## src/hdl/cte_ram.sv

```systemverilog
module cte_ram #(
   parameter int WIDTH = 8,
   parameter int DEPTH = 16,
   localparam int AW = (DEPTH > 1) ? $clog2(DEPTH) : 1
) (
   input  logic             clock,
   input  logic             wr_en,
   input  logic [AW-1:0]    wr_addr,
   input  logic [WIDTH-1:0] wr_data,
   input  logic [AW-1:0]    rd_addr,
   output logic [WIDTH-1:0] rd_data
);

   logic [WIDTH-1:0] mem [DEPTH];

   // Write port and registered read port
   always_ff @(posedge clock) begin
      if (wr_en) begin
         mem[wr_addr] <= wr_data;
      end
      rd_data <= mem[rd_addr];
   end

endmodule

```

## config.mk

```make
export PLATFORM = sky130hd
export DESIGN_NAME = cte_ram
export DESIGN_NICKNAME = d
export VERILOG_FILES = /design/src/hdl/cte_ram.sv
export SDC_FILE = /design/constraint.sdc
export NUM_CORES = 1
export LEC_CHECK = 0
export ABC_AREA = 1
export BUFFER_PORTS_ARGS = -buffer_cell sky130_fd_sc_hd__buf_2
export CORE_ASPECT_RATIO = 1.5
export CORE_MARGIN = 1
export CORE_UTILIZATION = 40
export DETAILED_ROUTE_END_ITERATION = 7
export SYNTH_ARGS = -nofsm -noshare
export SYNTH_HDL_FRONTEND = slang
export SYNTH_SLANG_ARGS = --single-unit
```

## constraint.sdc

```tcl
create_clock -name clock -period 2 [get_ports clock]
set_input_delay 0.2 -clock clock [delete_from_list [all_inputs] [get_ports clock]]
set_output_delay 0.2 -clock clock [all_outputs]
set_load 0.02 [all_outputs]
```

==> Implementation_results.wiki <==
{| class="wikitable"
! Metric !! Value
|-
| Proportion of layout cells with a drive suffix above 1 || 12.9%
|-
| Cell-internal power || 5.64 mW
|-
| Clock share of power || 49.5%
|-
| CP required || 1800 ps
|-
| Post-layout min period || 1210 ps
|-
| Setup tns final || 0 ps
|-
| IO buf count || 25
|-
| Syn Nets || 569
|-
| Placer congestion estimate || 0.852
|-
| Vias in the first global route || 3,653
|-
| Worst Hold Path EP || mem[3][3]
|-
| Most common library cell in the layout ignoring fill and taps || nand2_1
|-
| Arrival time worst endpoint || 1010 ps
|-
| Number of fill cells || 1,305
|-
| IR drop worst, VDD || 0.000531 V
|-
| Dpl cell area || 0.00613 mm²
|-
| R2R setup slack || 990 ps
|-
| Estimated wirelength of the detail-placed design || 8.06 mm
|-
| Amount of wire on met3 after detailed routing || 637 µm
|-
| Final setup viols || 0
|-
| Highest routed metal layer || met4
|-
| Routed WL per cell || 15.9 µm
|-
| Overall Power || 7.12 mW
|-
| Synth Area per Inst || 10.5 µm²
|-
| Number of placement rows || 53
|-
| Reg2reg end || rd_data[4]
|-
| Total net switching power || 1.48 mW
|-
| Final count of hold timing violations || 0
|-
| Total GRT Usage || 18.3%
|-
| Delay of the slowest cell on the worst path || 400 ps
|-
| Root buffer cell || clkbuf_16
|-
| Total wire length after detailed routing || 12.7 mm
|-
| Flops & latches, synth || 136
|-
| X dimension of the die || 100 µm
|-
| Design Area, Final || 0.00680 mm²
|-
| Total clock buffers created by CTS || 17
|-
| Cell leakage power || 2.95 nW
|-
| Number of unique standard cell types used by synthesis || 12
|-
| Met1 routed wirelength after detailed routing || 5.03 mm
|-
| Area growth, synth to finish || 18.0%
|-
| Die Area || 0.0149 mm²
|-
| Unrepaired setup endpoints after global routing || no
|-
| Number of violations of the max-capacitance limit || 0
|-
| Slew Limit Fails || 0
|-
| CP Buf/Inv Count || 1
|-
| Nature of the critical path startpoint || register
|-
| Routed met2 length || 6.61 mm
|-
| Top area cells in the synthesized netlist || edfxtp_1 67%, nand2_1 11%, nand3_1 8.4%, inv_1 6.5%, dfxtp_1 2.8%
|-
| Switching Share || 20.7%
|-
| Clock Pin Slew Worst Setup and Hold Paths || 60 ps
|-
| IO Count || 26
|-
| Initial core utilization || 41.0%
|-
| Start-to-end type of the worst setup path || register to output pin
|-
| Number of antenna violations at the first check in global routing || 0
|-
| # nets final || 609
|-
| Worst Skew || 8.33 ps
|-
| Synth top area share || 66.7%
|-
| Post-CTS Setup Bufs || 0
|-
| Maximum count of clock buffers along a single path || 2
|-
| Detailed-route vias per instance || 4.78
|-
| Relative slew margins || 43.5%
|-
| Vias after detailed routing || 3,805
|-
| Largest fanout on the critical path || 1
|-
| Total power per unit cell area || 1050 mW/mm²
|-
| Most area-hungry cell type in the Yosys netlist || edfxtp_1
|-
| Period utilization || 60.5%
|-
| Type of element capturing the critical path || output pin
|-
| Later-pin clock latency in the skew report || 420 ps
|-
| Core Util, Final || 48.4%
|-
| Pin count of the biggest net entering global routing || 49
|-
| Worst path top cell family by delay || flip-flops
|-
| Critical Path Slowest Stage Cell || dfxtp_1
|-
| Number of routed nets with antenna violations || 0
|-
| Measured slew at the worst slew-check pin || 844 ps
|-
| Logic pwr share || 5.5%
|-
| Remaining global-route overflow || 0
|-
| Status || finished, final reports clean
|-
| Start point of the worst min-delay path || wr_data[3]
|-
| Core ar. || 0.0141 mm²
|-
| Register area share after synthesis || 69.4%
|-
| Setup WS post-layout || 789 ps
|-
| Worst slack after detailed placement || 416 ps
|-
| Share of total power in sequential cells || 45.1%
|-
| Total number of H-tree levels || 4
|-
| Worst hold path type || primary input to register
|-
| Cts repair resizes || 0
|-
| Die Height || 149 µm
|-
| Post-route DRC violation count || 0
|-
| Count of cells along the worst hold path || 1
|-
| Crit Reg-Reg Startpoint || mem[4][4]
|-
| Maximum clock frequency || 0.826 GHz
|-
| Count of yosys warnings during synthesis || 0
|-
| Critical path cell sequence || buf_2
|-
| TritonCTS clock tree || done
|-
| Mapped Area || 0.00577 mm²
|-
| Most used cells in the layout excluding fill and tap cells || 173 x nand2_1, 128 x edfxtp_1, 100 x inv_1, 97 x nand3_1, 25 x buf_2
|-
| Antenna cells || 0
|-
| Initial DRC count || 238
|-
| Worst reg2reg path depth || 6
|-
| 1st-pass router iterations || 5
|-
| Post-CTS Hold Fix Bufs || 0
|-
| Cell count after synthesis || 551
|-
| Global-route wire length before repair || 19.8 mm
|-
| Num Clock Sinks || 136
|}
-- per-stage QoR --
stage	cells	hold WS, ps
finish	796	176
floorplan	551	299
global route	796	173
CTS	796	168
detailed placement	764	606
global placement	764	602
-- worst max path at each step --
| stage | from | endpoint | slack (ps) | cells after the start |
|---|---|---|---|---|
| after floorplan | wr_addr[2] | mem[10][0] | 850 | 2 |
| after global placement | wr_addr[2] | mem[0][3] | 470 | 4 |
| after detailed placement | wr_addr[2] | mem[0][5] | 420 | 4 |
| after CTS | rd_data[0] | rd_data[0] | 750 | 1 |
| after global routing | wr_addr[0] | mem[0][0] | 770 | 4 |
| final | rd_data[0] | rd_data[0] | 790 | 1 |
-- sequential cells by signal (all words and copies together) (netlist names) --
name and count:
rd_data 8, mem 128
-- cell families (layout without fill, tap and decap cells) --
| group | after synthesis | after routing | synth area share, % |
|---|---|---|---|
| buffers and inverters | 126 | 179 | 9.52 |
| DFF | 136 | 136 | 69.4 |
| and+or+nand+nor | 289 | 289 | 21.0 |
-- power by group through the flow --
stage | sequential, mW | combinational (mW) | clock [mW]
global route | 3.21 | 0.434 | 3.68
global placement | 3.27 | 0.386 | 0
finish | 3.21 | 0.389 | 3.52
detailed placement | 3.27 | 0.390 | 0
CTS | 3.21 | 0.393 | 3.56
floorplan | 3.28 | 0.225 | 0
-- synthesized netlist by cell type --
cell      number
dfxtp_1        8
buf_6          6
edfxtp_1     128
buf_2         13
buf_4          4
nor2_1        17
buf_1          1
inv_1        100
nand2_1      173
inv_2          2
nand3_1       97
nand3b_1       2
-- worst reg2reg max path, cell delays in order (launching register included) --
cell and delay (ps):
edfxtp_1 370, inv_1 60, nand2_1 50, nand3_1 90
nand3_1 100, nand3_1 160, nand2_1 70
-- metal layers --
metal / track usage (%) / vias up
met3: 3.42 / 28
met5: 0 / -
met4: 9.49 / 0
met2: 32.2 / 130
met1: 21.1 / 1798
li1: - / 1849
-- final cells by class --
cell class              count  area, µm²  area share, %
flip-flops and latches    136       4000           58.9
multi-input cells         289       1210           17.8
clock buffers              17        425           6.25
inverters                 102        383           5.63
repair buffers             45        288           4.23
clock inverters            15        249           3.66
well taps                 192        240           3.53
Power figures use the tool's default switching activity.
