$ cat src/hdl/cte_pkg.sv
package cte_pkg;

   // Table geometry
   localparam int PROCESSES = 16;
   localparam int ENTRIES   = 16;
   localparam int SLOTS     = PROCESSES * ENTRIES;

   localparam int PROC_W = (PROCESSES > 1) ? $clog2(PROCESSES) : 1;
   localparam int CNT_W  = $clog2(ENTRIES + 1);
   localparam int ADDR_W = (SLOTS > 1) ? $clog2(SLOTS) : 1;

   // Configuration port
   localparam int CSR_IDX_W  = 8;
   localparam int CSR_DATA_W = 32;
   localparam logic [CSR_IDX_W-1:0] CSR_TRANSFER_MASK = 8'd0;
   localparam logic [CSR_IDX_W-1:0] CSR_PORT_TYPE     = 8'd1;

   // Operation codes
   localparam logic [2:0] MODE_CREATE   = 3'd0;
   localparam logic [2:0] MODE_CHECK    = 3'd1;
   localparam logic [2:0] MODE_REVOKE   = 3'd2;
   localparam logic [2:0] MODE_FIND     = 3'd3;
   localparam logic [2:0] MODE_TRANSFER = 3'd4;

   // Status codes
   localparam logic [2:0] ST_OK        = 3'd0;
   localparam logic [2:0] ST_BAD_PROC  = 3'd1;
   localparam logic [2:0] ST_FULL      = 3'd2;
   localparam logic [2:0] ST_NOT_FOUND = 3'd3;
   localparam logic [2:0] ST_RIGHTS    = 3'd4;

   typedef struct packed {
      logic [2:0]  mode;
      logic [7:0]  process_id;
      logic [31:0] cap_type;
      logic [63:0] resource_key;
      logic [31:0] grant_rights;
      logic [63:0] target_id;
      logic [31:0] required_rights;
   } req_type;

   typedef struct packed {
      logic        success;
      logic [2:0]  status;
      logic [63:0] result_id;
      logic [31:0] found_type;
      logic [63:0] found_resource;
      logic [31:0] found_rights;
   } rsp_type;

   // One stored capability
   typedef struct packed {
      logic [63:0] id;
      logic [31:0] cap_type;
      logic [63:0] resource;
      logic [31:0] rights;
   } entry_type;

   localparam int ENTRY_W = $bits(entry_type);

   // Compare unit verdict
   typedef struct packed {
      logic hit;
      logic rights_ok;
   } match_type;

endpackage

$ cat src/hdl/cte_match.sv
module cte_match (
   input  cte_pkg::entry_type entry,
   input  cte_pkg::req_type   item,
   input  logic [31:0]        port_type,
   input  logic [31:0]        transfer_mask,
   output cte_pkg::match_type verdict
);
   import cte_pkg::*;

   logic [31:0] need;

   // Pick the rights the operation asks for
   assign need = (item.mode == MODE_TRANSFER) ? transfer_mask : item.required_rights;

   // Find-port keys on type and resource, the rest on the id
   always_comb begin
      if (item.mode == MODE_FIND) begin
         verdict.hit = (entry.cap_type == port_type) && (entry.resource == item.resource_key);
      end else begin
         verdict.hit = (entry.id == item.target_id);
      end
      verdict.rights_ok = ((entry.rights & need) == need);
   end

endmodule

$ cat config.mk
export PLATFORM = sky130hd
export DESIGN_NAME = cte_match
export DESIGN_NICKNAME = d
export VERILOG_FILES = /design/src/hdl/cte_pkg.sv /design/src/hdl/cte_match.sv
export SDC_FILE = /design/constraint.sdc
export NUM_CORES = 1
export LEC_CHECK = 0
export BUFFER_PORTS_ARGS = -buffer_cell sky130_fd_sc_hd__buf_2
export CAP_MARGIN = 0
export CORE_AREA = 5 5 189 191
export DETAILED_ROUTE_END_ITERATION = 10
export DIE_AREA = 0 0 194 196
export GPL_TIMING_DRIVEN = 0
export SKIP_LAST_GASP = 1
export SYNTH_ARGS = -nofsm -noshare
export SYNTH_HDL_FRONTEND = slang
export SYNTH_SLANG_ARGS = --single-unit
$ cat constraint.sdc
create_clock -name vclk -period 2.6
set_clock_uncertainty 0.1 [all_clocks]
set_input_delay 0.52 -clock vclk [all_inputs]
set_output_delay 0.52 -clock vclk [all_outputs]
set_load 0.005 [all_outputs]
==> results of run 1 <==
[synth_stat cells, drive strengths merged]
| master | n | area (um2) |
|---|---|---|
| buf | 4 | 53.8 |
| o21ai | 2 | 10.0 |
| nand4 | 19 | 119 |
| o22ai | 16 | 100 |
| nor4 | 35 | 219 |
| nor3b | 1 | 12.5 |
| nor3 | 3 | 15.0 |
| mux2i | 32 | 320 |
| nand2 | 1 | 3.75 |
| xnor2 | 45 | 394 |
| nand3 | 1 | 5.00 |
| and4 | 1 | 8.76 |
| nor2 | 1 | 3.75 |
| xor2 | 115 | 1010 |
[where the power goes]
part / switching, uW / internal (uW) / leakage (uW)
sequential: 0 / 0 / 0
clock: 0 / 0.000155 / 0.0000000190
combinational: 300 / 404 / 0.00246
total: 300 / 404 / 0.00246
[critical path, stage by stage]
cell     delay, ns
buf_6         0.10
nor3b_4       0.22
buf_6         0.16
buf_12        0.12
buf_12        0.12
mux2i_2       0.22
o22ai_1       0.10
nor4_1        0.31
and4_1        0.23
buf_2         0.13
[cell families after synthesis]
family	synth area share, %
multiplexers	14.1
AO/OA/AOI/OAI	4.85
buffers and inverters	2.37
XOR/XNOR	61.7
AND/OR/NAND/NOR	17.0
[what timing repair did]
item	4_1_cts	5_1_grt
pin swaps	11	6
hold buffers	0	0
endpoints found under the setup margin	2	2
buffers inserted	2	0
resized for setup	25	2
cloned	0	0
[stage by stage]
step / cells / total power [uW] / hold WS (ns)
floorplan: 276 / 251 / 1.20
global placement: 1152 / 661 / 1.45
detailed placement: 1152 / 675 / 1.47
CTS: 1154 / 713 / 1.45
global route: 1157 / 766 / 1.48
finish: 1157 / 703 / 1.44
[path summary, 6_finish.rpt]
path	startpoint	endpoint	slack (ns)	depth (start not counted)
worst max-delay path	item[232]	verdict[0]	-0.27	10
worst min-delay path	entry[161]	verdict[1]	1.44	7
[cell type report]
type	instances	area [um2]
fill	3856	28800
antenna	3	7.51
timing repair buffer	423	2160
buffer	4	53.8
multi-input combinational	272	2350
tap	455	569
[per-layer routing]
layer / vias to the layer above / GRT usage, %
met3: 22 / 1.32
li1: 1853 / -
met2: 281 / 13.6
met5: - / 0
met4: 0 / 3.05
met1: 1523 / 6.56
==> results.md, run 1 <==
* Setup WS pre-CTS at -1.31 ns
* Failing checks: negative setup slack
* Syn. warnings at 0
* Final Hold Viols at 0
* Mapped cell area at 2270 um2
* Number of global-route vias before repair at 4028
* Post-DP Area at 4950 um2
* Gpl congestion at 1.01
* Period utilization at 110%
* Rows at 68
* First-pass GRT wire length at 20500 um
* Number of port buffers at 421
* Clock buffer cells at 0
* WL per Instance at 12.7 um
* Rel. slew slack at 59.7%
* Layout cell share with drive strength beyond 1 at 63.2%
* Die area at 38000 um2
* RSZ-0062 raised after global routing: yes
* CP Class: primary input to output port
* Initial antenna violation count at 3
* Routed Wire Length at 14700 um
* Final Cell Area at 5140 um2
* Setup ws final at -0.270 ns
* Syn nets at 767
* Finished Core Util at 15.2%
* First-pass iteration count of the detailed router at 4
* Placed wire-length estimate at 14000 um
* Grt total ovfl at 0
* Leak at 0.00246 uW
* Antenna viol nets, final at 0
* Total GRT Usage at 6.75%
* Area delta synth->final at 126%
* Synth cell types at 15
* Most frequent cells in the layout: 417 x buf_2, 113 x xor2_1, 45 x xnor2_1
* Largest net degree at the start of global routing at 11
* CP startpoint kind: primary input
* Commonest non-fill, non-tap cell in the layout: buf_2
* Wl on met1 at 4810 um
* Core Area at 33900 um2
* Status: finished, violations left
* Drt drc at 0
* Min Tclk post-route at 2.87 ns
* Critical Path AT at 2.25 ns
* Detail Route met3 WL at 1370 um
* Top Layer Used: met4
* Mapped Avg Cell Area at 8.23 um2
* Fin nets at 1192
* WP data required at 1.98 ns
* Hold Crit Class: primary input to output port
* Iter 0 DRT Violations at 41
* Die Span Y at 196 um
* Actual slew at the worst max-slew pin at 0.598 ns
* Seq Cell Count at 0
* Met2 Routed Length at 7970 um
* Crit path capture type: output port
* X dimension of the die at 194 um
* Fmax at 348 MHz
* Final setup TNS at -0.455 ns
* Worst-path fanout max at 6
* Via Count at 3679
* Slew Limit Fails at 0
* Vias/cell at 3.18
* Max cap viols at 0
* Syn Inst Count at 276
* Initial Utilization at 6.69%
* Ports at 493
* Power Density at 137 nW/um2
* Final setup fails at 2
* Worst vdd ir at 0.0504 mV
* Sequential fraction of the synthesis area at 0%
* Sequential Area at 0 um2
Power figures use the tool's default switching activity.
==> run 2, diff against run 1 <==
--- a/config.mk
+++ b/config.mk
@@ -8,8 +8,9 @@
 export BUFFER_PORTS_ARGS = -buffer_cell sky130_fd_sc_hd__buf_2
 export CAP_MARGIN = 0
-export CORE_AREA = 5 5 189 191
+export CORE_AREA = 3 3 193 195
 export DETAILED_ROUTE_END_ITERATION = 10
-export DIE_AREA = 0 0 194 196
+export DIE_AREA = 0 0 196 198
 export GPL_TIMING_DRIVEN = 0
+export SETUP_SLACK_MARGIN = 0.2
 export SKIP_LAST_GASP = 1
 export SYNTH_ARGS = -nofsm -noshare
==> constraint.sdc (replaced) <==
create_clock -name vclk -period 2.6
set_clock_uncertainty 0.1 [all_clocks]
set_input_delay 0.52 -clock vclk [all_inputs]
set_output_delay 0.52 -clock vclk [all_outputs]
set_load 0.02 [all_outputs]
==> run 2 against run 1 <==
Net effect: the flow still finishes with violations (negative setup slack); final area rose by 4.2%; sequential share of layout area did not move; critical path depth down 1; die area is 2.1% higher; non-clock buffer count rose by 6; via count rose by 1.7%; cell count grew 1.0%; worst setup slack worse by 0.017 ns; routed wire length shrank 0.68%; critical endpoint unchanged; largest power group unchanged; highest routed layer is now met5.
==> results.md, run 2 (same netlist as run 1, synthesis figures left out) <==
* Clock power frac at 0%
* Post-DP Area at 4970 um2
* Power share of the sequential group at 0%
* Via Count at 3742
* Fin nets at 1198
* Sequential Area at 0 um2
* Largest net degree at the start of global routing at 11
* Max cap viols at 0
* Slew Limit Fails at 0
* Status: finished, violations left
* Rel. slew slack at 53.5%
* Switching share of power at 42.2%
* Die Span Y at 198 um
* Period utilization at 111%
* Filler Cells Inserted at 4075
* Commonest non-fill, non-tap cell in the layout: buf_2
* Ports at 493
* RSZ-0062 raised after global routing: yes
* Worst-path fanout max at 10
* Worst vdd ir at 0.0547 mV
* Leak at 0.00255 uW
* Seq Cell Count at 0
* Setup ws final at -0.288 ns
* Area delta synth->final at 136%
* Initial antenna violation count at 4
* Placed wire-length estimate at 13500 um
* Final Cell Area at 5360 um2
* Critical Path AT at 2.27 ns
* Vias/cell at 3.20
* Clock buffer cells at 0
* WP data required at 1.98 ns
* Gpl congestion at 0.837
* Hold Path Sink: verdict[1]
* Int Power at 423 uW
* Setup WS pre-CTS at -0.967 ns
* Grt total ovfl at 0
* Min-Delay Path Depth at 7
* X dimension of the die at 196 um
* Antenna viol nets, final at 0
* Crit path capture type: output port
* Most frequent cells in the layout: 413 x buf_2, 113 x xor2_1, 45 x xnor2_1
* Power share of the combinational group at 100.0%
* Final setup fails at 2
* Number of global-route vias before repair at 3857
* Routed Wire Length at 14600 um
* First-pass GRT wire length at 19700 um
* Initial Utilization at 6.39%
* Final Hold Viols at 0
* Hold Crit Class: primary input to output port
* WL per Instance at 12.5 um
* Min Tclk post-route at 2.89 ns
* Actual slew at the worst max-slew pin at 0.691 ns
* Iter 0 DRT Violations at 71
* Number of port buffers at 421
* Die area at 38800 um2
* Inst Count DP at 1158
* CP startpoint kind: primary input
* First-pass iteration count of the detailed router at 4
* Core Area at 35600 um2
* P_sw at 308 uW
* Layout cell share with drive strength beyond 1 at 64.7%
* Fmax at 346 MHz
* Power Density at 136 nW/um2
* Failing checks: negative setup slack
* Non-filler cells, final at 1169
* Hold_sp: entry[141]
* Rows at 69
* CP Class: primary input to output port
* Hold_buf cts at 0
* Total GRT Usage at 6.49%
* Drt drc at 0
[run 2: cell count changes in the layout (fill, tap and decap cells not counted), sizes merged]
| cell | previous run | this run |
|---|---|---|
| buf | 427 | 433 |
[run 2: area by class of cell]
cell class / count / area [um2] / share of cell area [%]
Buffer: 4 / 71.3 / 1.33
Multi-Input combinational cell: 272 / 2440 / 45.4
Antenna cell: 3 / 7.51 / 0.140
Tap cell: 461 / 577 / 10.8
Timing Repair Buffer: 429 / 2270 / 42.3
[run 2: through the flow]
stage               util [%]  setup TNS [ns]  total power (uW)  hold WS (ns)
floorplan                  -               0               253          1.29
global placement        14.0           -1.76               658          1.51
detailed placement      14.0           -1.79               670          1.52
CTS                     14.8          -0.649               725          1.50
global route            15.1          -0.731               804          1.52
finish                  15.1          -0.443               732          1.48
[run 2: routing by layer]
metal  share of wire (%)  wire length, um  GRT usage (%)  up-vias
li1                    -                -              -     1866
met1                  37             5390           7.50     1634
met2                  54             7900           13.3      236
met3                 8.4             1230          0.544        4
met4                0.57               83          0.660        2
met5               0.089               13              0        -
[run 2: power groups by stage]
stage                     sequential, uW  clock (uW)  combinational [uW]
final                                  0    0.000133                 732
after global routing                   0    0.000103                 804
after CTS                              0           0                 725
after detailed placement               0           0                 670
after global placement                 0           0                 658
after floorplan                        0           0                 253
[run 2: worst max-delay path: stages]
cell and delay, ns:
buf_8 0.10, nor3b_4 0.18, buf_6 0.20, buf_12 0.17, mux2i_1 0.23, o22ai_1 0.13
nor4_2 0.35, and4_4 0.26, buf_6 0.11
[run 2: worst max path at each step]
stage                    from          to  slack, ns  cells past startpoint
floorplan           item[232]  verdict[0]       0.20                      7
global placement    item[144]  verdict[1]      -0.96                      8
detailed placement  item[144]  verdict[1]      -0.97                      8
CTS                 item[233]  verdict[0]      -0.33                      9
global route        item[233]  verdict[0]      -0.43                      9
finish              item[233]  verdict[0]      -0.29                      9
[run 2: repair_timing]
| item | 4_1_cts | 5_1_grt |
|---|---|---|
| setup buffers | 6 | 0 |
| gates resized for setup | 42 | 13 |
| endpoints found under the setup margin | 2 | 2 |
| endpoints found under the hold margin | 0 | 0 |
| cloned | 2 | 0 |
| pin swaps | 10 | 12 |
